$ cat src/hdl/bmhq_pkg.sv
// Package for the binary min-heap queue: sizes, codes and the controller command types.
// Used by the controller, the datapath and the top level; it depends on nothing.
package bmhq_pkg;

  localparam int CAPACITY_DEF      = 64;
  localparam int PRIORITY_BITS_DEF = 16;
  localparam int TAG_BITS_DEF      = 16;

  typedef enum logic [1:0] {
    ERR_OK         = 2'd0,
    ERR_EMPTY      = 2'd1,
    ERR_FULL       = 2'd2,
    ERR_UNUSED     = 2'd3
  } err_t;

  typedef enum logic [3:0] {
    ST_IDLE,
    ST_UP_RD,
    ST_UP_CMP,
    ST_DN_MOVE_RD,
    ST_DN_MOVE_WR,
    ST_DN_RD,
    ST_DN_CMP,
    ST_ROOT_RD,
    ST_DONE
  } state_t;

  // Commands from the controller to the datapath.
  typedef struct packed {
    logic ins_write;   // write the new entry at the last slot, pos <= count
    logic up_read;     // read the entry at pos and its parent
    logic dn_move_rd;  // read the last entry
    logic dn_move_wr;  // write it to the root, pos <= 0
    logic dn_read;     // read both children of pos
    logic swap;        // swap pos and the chosen slot, pos <= chosen slot
    logic root_read;   // read the root for the result
    logic cnt_inc;
    logic cnt_dec;
  } cmd_t;

  // Status from the datapath to the controller.
  typedef struct packed {
    logic full;
    logic empty;
    logic pos_zero;    // sift-up has reached the root
    logic up_less;     // entry at pos is strictly smaller than its parent
    logic dn_has_child;
    logic dn_less;     // chosen child is strictly smaller than the entry
  } stat_t;

endpackage

$ cat src/hdl/bmhq_ctrl.sv
// Controller for the binary min-heap queue: sequences insert and remove sifts.
// Depends on bmhq_pkg for the state, command and status types.
module bmhq_ctrl (
  input  logic             clk,
  input  logic             rst_n,
  input  logic             start,
  input  logic             kind,
  input  bmhq_pkg::stat_t  stat,
  output bmhq_pkg::cmd_t   cmd,
  output logic             busy,
  output logic             done,
  output bmhq_pkg::err_t   err
);

  bmhq_pkg::state_t state_r, state_nxt;
  bmhq_pkg::err_t   err_r, err_nxt;

  always_ff @(posedge clk) begin
    if (!rst_n) begin
      state_r <= bmhq_pkg::ST_IDLE;
      err_r   <= bmhq_pkg::ERR_OK;
    end else begin
      state_r <= state_nxt;
      err_r   <= err_nxt;
    end
  end

  always_comb begin
    state_nxt = state_r;
    err_nxt   = err_r;
    cmd       = '0;
    done      = 1'b0;
    case (state_r)
      bmhq_pkg::ST_IDLE: begin
        if (start) begin
          err_nxt = bmhq_pkg::ERR_OK;
          if (!kind) begin
            if (stat.full) begin
              err_nxt   = bmhq_pkg::ERR_FULL;
              state_nxt = bmhq_pkg::ST_ROOT_RD;
            end else begin
              cmd.ins_write = 1'b1;
              cmd.cnt_inc   = 1'b1;
              state_nxt     = bmhq_pkg::ST_UP_RD;
            end
          end else begin
            if (stat.empty) begin
              err_nxt   = bmhq_pkg::ERR_EMPTY;
              state_nxt = bmhq_pkg::ST_ROOT_RD;
            end else begin
              cmd.dn_move_rd = 1'b1;
              state_nxt      = bmhq_pkg::ST_DN_MOVE_WR;
            end
          end
        end
      end
      bmhq_pkg::ST_UP_RD: begin
        if (stat.pos_zero) begin
          state_nxt = bmhq_pkg::ST_ROOT_RD;
        end else begin
          cmd.up_read = 1'b1;
          state_nxt   = bmhq_pkg::ST_UP_CMP;
        end
      end
      bmhq_pkg::ST_UP_CMP: begin
        if (stat.up_less) begin
          cmd.swap  = 1'b1;
          state_nxt = bmhq_pkg::ST_UP_RD;
        end else begin
          state_nxt = bmhq_pkg::ST_ROOT_RD;
        end
      end
      bmhq_pkg::ST_DN_MOVE_WR: begin
        cmd.dn_move_wr = 1'b1;
        cmd.cnt_dec    = 1'b1;
        state_nxt      = bmhq_pkg::ST_DN_RD;
      end
      bmhq_pkg::ST_DN_RD: begin
        if (!stat.dn_has_child) begin
          state_nxt = bmhq_pkg::ST_ROOT_RD;
        end else begin
          cmd.dn_read = 1'b1;
          state_nxt   = bmhq_pkg::ST_DN_CMP;
        end
      end
      bmhq_pkg::ST_DN_CMP: begin
        if (stat.dn_less) begin
          cmd.swap  = 1'b1;
          state_nxt = bmhq_pkg::ST_DN_RD;
        end else begin
          state_nxt = bmhq_pkg::ST_ROOT_RD;
        end
      end
      bmhq_pkg::ST_ROOT_RD: begin
        cmd.root_read = 1'b1;
        state_nxt     = bmhq_pkg::ST_DONE;
      end
      bmhq_pkg::ST_DONE: begin
        done      = 1'b1;
        state_nxt = bmhq_pkg::ST_IDLE;
      end
      default: state_nxt = bmhq_pkg::ST_IDLE;
    endcase
  end

  assign busy = (state_r != bmhq_pkg::ST_IDLE);
  assign err  = err_r;

endmodule

$ cat config.mk
export PLATFORM = sky130hd
export DESIGN_NAME = bmhq_ctrl
export DESIGN_NICKNAME = d
export VERILOG_FILES = /design/src/hdl/bmhq_pkg.sv /design/src/hdl/bmhq_ctrl.sv
export SDC_FILE = /design/constraint.sdc
export NUM_CORES = 1
export LEC_CHECK = 0
export ABC_AREA = 0
export CORE_AREA = 2 2 39 41
export DETAILED_ROUTE_END_ITERATION = 10
export DIE_AREA = 0 0 41 43
export DONT_BUFFER_PORTS = 1
export PLACE_DENSITY = 0.45
export SYNTH_ARGS = -nofsm -noshare
export SYNTH_HDL_FRONTEND = slang
export SYNTH_SLANG_ARGS = --single-unit
$ cat constraint.sdc
create_clock -name clk -period 2.9 [get_ports clk]
set_clock_uncertainty 0.05 [all_clocks]
set_input_delay 0 -clock clk [delete_from_list [all_inputs] [get_ports clk]]
set_output_delay 0 -clock clk [all_outputs]
set_load 0.005 [all_outputs]
==> summary.txt <==
Run status
  – Result of the run: finished, final reports clean

Setup path
  – Maximum fanout count along the critical path: 14
  – Crit Path Category: reg -> reg
  – Reg-to-Reg End: err[0]
  – Signal arrival time at the worst endpoint: 1970 ps
  – Worst path cell trace: nor4_4 > nand4_1 > dlygate4sd3_1 > a21oi_1
  – Path depth of the worst reg2reg path: 4
  – Data required, critical path: 3020 ps
  – Worst r2r src: state_r[1]
  – Internal reg-to-reg setup slack: 1050 ps
  – Kind of launch point of the worst setup path: register
  – Slowest cell on the critical path: sky130_fd_sc_hd__dlygate4sd3_1
  – Top delay family on crit path: simple AND/OR/NAND/NOR gates
  – Number of buffer and inverter stages on the critical path: 1
  – Maximum single-stage delay on the critical path: 570 ps
  – Type of element capturing the critical path: register

Pwr
  – Proportion of power drawn by the clock network: 15.7%
  – Register share of total power: 36.7%
  – Sum of internal, switching and leakage power: 0.474 mW
  – Switching power of the nets: 0.211 mW
  – Pwr per Cell Area: 909 nW/um2
  – Static power due to leakage: 0.193 nW
  – Internal Pwr Total: 0.263 mW
  – Fraction of power spent switching nets: 44.5%
  – Comb pwr share: 47.6%
  – Maximum vdd drop: 0.303 mV

Drt
  – Metal-1 WL: 485 um
  – Via count: 432
  – Total routed wirelength: 1030 um
  – Routed length on met3: 86 um
  – First-pass DRT Iterations: 4
  – Met2 WL: 456 um
  – Residual antenna-violating net count after detailed routing: 0
  – Routed via count divided by cell count: 5.68
  – Routed len/inst: 13.5 um
  – Initial DRC Count: 8
  – Residual DRC: 0
  – Top Metal Used: met3

Synth
  – Async set-reset flop share out of synthesis: 0%
  – Biggest area contributors in the synthesized netlist: sky130_fd_sc_hd__dfxtp_1 26%, sky130_fd_sc_hd__buf_4 4.9%, sky130_fd_sc_hd__nor4_4 4.6%
  – Net count after synthesis: 66
  – Cell taking the most area after synthesis: sky130_fd_sc_hd__dfxtp_1
  – Mapped Area: 458 um2
  – Fraction of the yosys area taken by sequential cells: 26.2%
  – Most instantiated cells after synthesis: 6 x sky130_fd_sc_hd__dfxtp_1, 4 x sky130_fd_sc_hd__inv_1
  – Leading register cell type out of synthesis: sky130_fd_sc_hd__dfxtp_1
  – Share of the synthesized area in the top cell type: 26.2%
  – Post-Syn Instances: 56
  – Average footprint of a synthesized cell: 8.18 um2
  – Leading cell type by number of instances after synthesis: sky130_fd_sc_hd__dfxtp_1
  – Total of warnings raised by yosys: 0
  – Number of synthesized flops with an enable pin: 0
  – Count of unique library cells instantiated by Yosys: 28
  – Synthesized flop and latch total: 6

Layout
  – Layout-stage area growth over the synthesis result: 13.9%
  – Filler instances: 150
  – Post-layout nets: 72
  – Share of post-route cells with drive strength above 1: 10.0%
  – Antenna Diode Count: 0

Worst hold path
  – Worst Hold Path EP: cmd[1]
  – WHS Path Cells: 1
  – Class of the tightest hold or removal check: in -> out
  – Worst hold start: stat[5]

GRT
  – Antenna violations before repair: 0
  – Global route total overflow: 0
  – Pin count of the biggest net entering global routing: 15
  – Wire length of the first global-routing pass: 1690 um
  – Total global routing track utilization: 14.0%
  – Vias in the first global route: 411

STA
  – Achievable Freq: 540 MHz
  – Headroom to the max-slew limit: 69.2%
  – Max Transition Viols Final: 0
  – Transition time of the tightest slew-check pin: 462 ps
  – Endpoints failing hold: 0
  – Setup TNS after final layout: 0 ps
  – Unrepaired setup endpoints after global routing: false
  – Final setup violation count: 0
  – Final Critical Period: 1850 ps
  – Final cycle utilization of the critical path: 63.9%

CTS
  – Total clock buffers created by CTS: 3
  – Number of H-tree branching levels: 1
  – Clock sink count: 6
  – Post-CTS Setup Inserts: 0
  – Maximum number of buffers from clock root to sink: 2
  – Clock transition time at the flip-flop clock pins of the worst setup and hold paths: 40 ps
  – Resize count post-CTS: 0
  – Clk root buf: sky130_fd_sc_hd__clkbuf_4
  – Worst-Skew Late Latency: 240 ps
  – TritonCTS clock tree: built

Placed design
  – Total of buffers placed on input and output ports: 0
  – Detailed placement HPWL: 795 um
  – GP Congestion: 0.723

Floorplan
  – Rows: 14
  – Placeable core region: 1380 um2
  – Die boundary height: 43 um
  – Die Outline Area: 1760 um2
  – Io pins: 23
  – Die outline width: 41 um
  – Effective utilization at floorplan: 33.1%

Run
  – Max-cap violations: 0
power by group through the flow:
stage	registers [mW]	clock network (mW)	logic, mW
4_1_cts	0.174	0.0774	0.230
6_report	0.174	0.0747	0.226
2_1_floorplan	0.127	0	0.260
3_5_place_dp	0.175	0	0.220
3_3_place_gp	0.175	0	0.221
5_1_grt	0.181	0.0824	0.257
stage by stage:
step / instance area [um2] / std cells / utilization [%] / hold WS, ps / setup WS (ps)
floorplan: 458 / 56 / - / -16.0 / 1620
finish: 522 / 76 / 37.7 / 4.42 / 1050
global placement: 439 / 67 / 31.7 / -11.6 / 1430
CTS: 522 / 76 / 37.7 / 3.43 / 1030
detailed placement: 439 / 67 / 31.7 / -12.2 / 1400
global route: 522 / 76 / 37.7 / 9.97 / 890
final cells by class:
class                      instances  area (um2)  share of cell area [%]
inverter                           4        15.0                    2.88
timing repair buffer               6        60.1                    11.5
sequential                         6         120                    23.0
tap                               16        20.0                    3.84
clock buffer                       3        22.5                    4.32
multi-input combinational         41         284                    54.4
worst max path at each step:
| stage | from | to | slack, ps | cells after the start |
|---|---|---|---|---|
| after floorplan | state_r[0] | cmd[8] | 1620 | 5 |
| after global placement | state_r[1] | state_r[0] | 1430 | 3 |
| after detailed placement | state_r[1] | err[0] | 1400 | 4 |
| after CTS | state_r[1] | err[0] | 1030 | 4 |
| after global routing | state_r[1] | err[0] | 890 | 4 |
| final | state_r[1] | err[0] | 1050 | 4 |
what timing repair did:
item | 4_1_cts | 5_1_grt
hold buffers | 6 | 0
setup endpoints to repair | 0 | 0
hold endpoints to repair | 7 | 0
logic make-up after synthesis:
kind of cell	share of synthesized area, %
multiplexers	4.64
AO/OA/AOI/OAI	23.2
flip-flops	26.2
AND/OR/NAND/NOR	34.2
buffers and inverters	11.7
state kept, by name (all words and copies together) (netlist names):
| signal | flops |
|---|---|
| state_r | 4 |
| err | 2 |
cells in the final DEF, fill, tap and decap left out, types with 3 or more instances in the layout:
| cell | synthesis | layout |
|---|---|---|
| sky130_fd_sc_hd__nor2_1 | 3 | 3 |
| sky130_fd_sc_hd__and2_1 | 3 | 3 |
| sky130_fd_sc_hd__a21oi_1 | 3 | 3 |
| sky130_fd_sc_hd__dfxtp_1 | 6 | 6 |
| sky130_fd_sc_hd__dlygate4sd3_1 | 0 | 6 |
| sky130_fd_sc_hd__nor2b_1 | 3 | 3 |
| sky130_fd_sc_hd__nand2b_1 | 3 | 3 |
| sky130_fd_sc_hd__nand2_1 | 3 | 3 |
| sky130_fd_sc_hd__inv_1 | 4 | 4 |
| sky130_fd_sc_hd__o21ai_0 | 3 | 3 |
| sky130_fd_sc_hd__clkbuf_4 | 0 | 3 |
layer usage:
| metal | global-route usage [%] | up-vias |
|---|---|---|
| met4 | 2.00 | 0 |
| met2 | 19.4 | 16 |
| li1 | - | 212 |
| met5 | 0 | - |
| met1 | 19.4 | 204 |
| met3 | 7.33 | 0 |
Note: power is estimated with default switching activity, not from simulation.
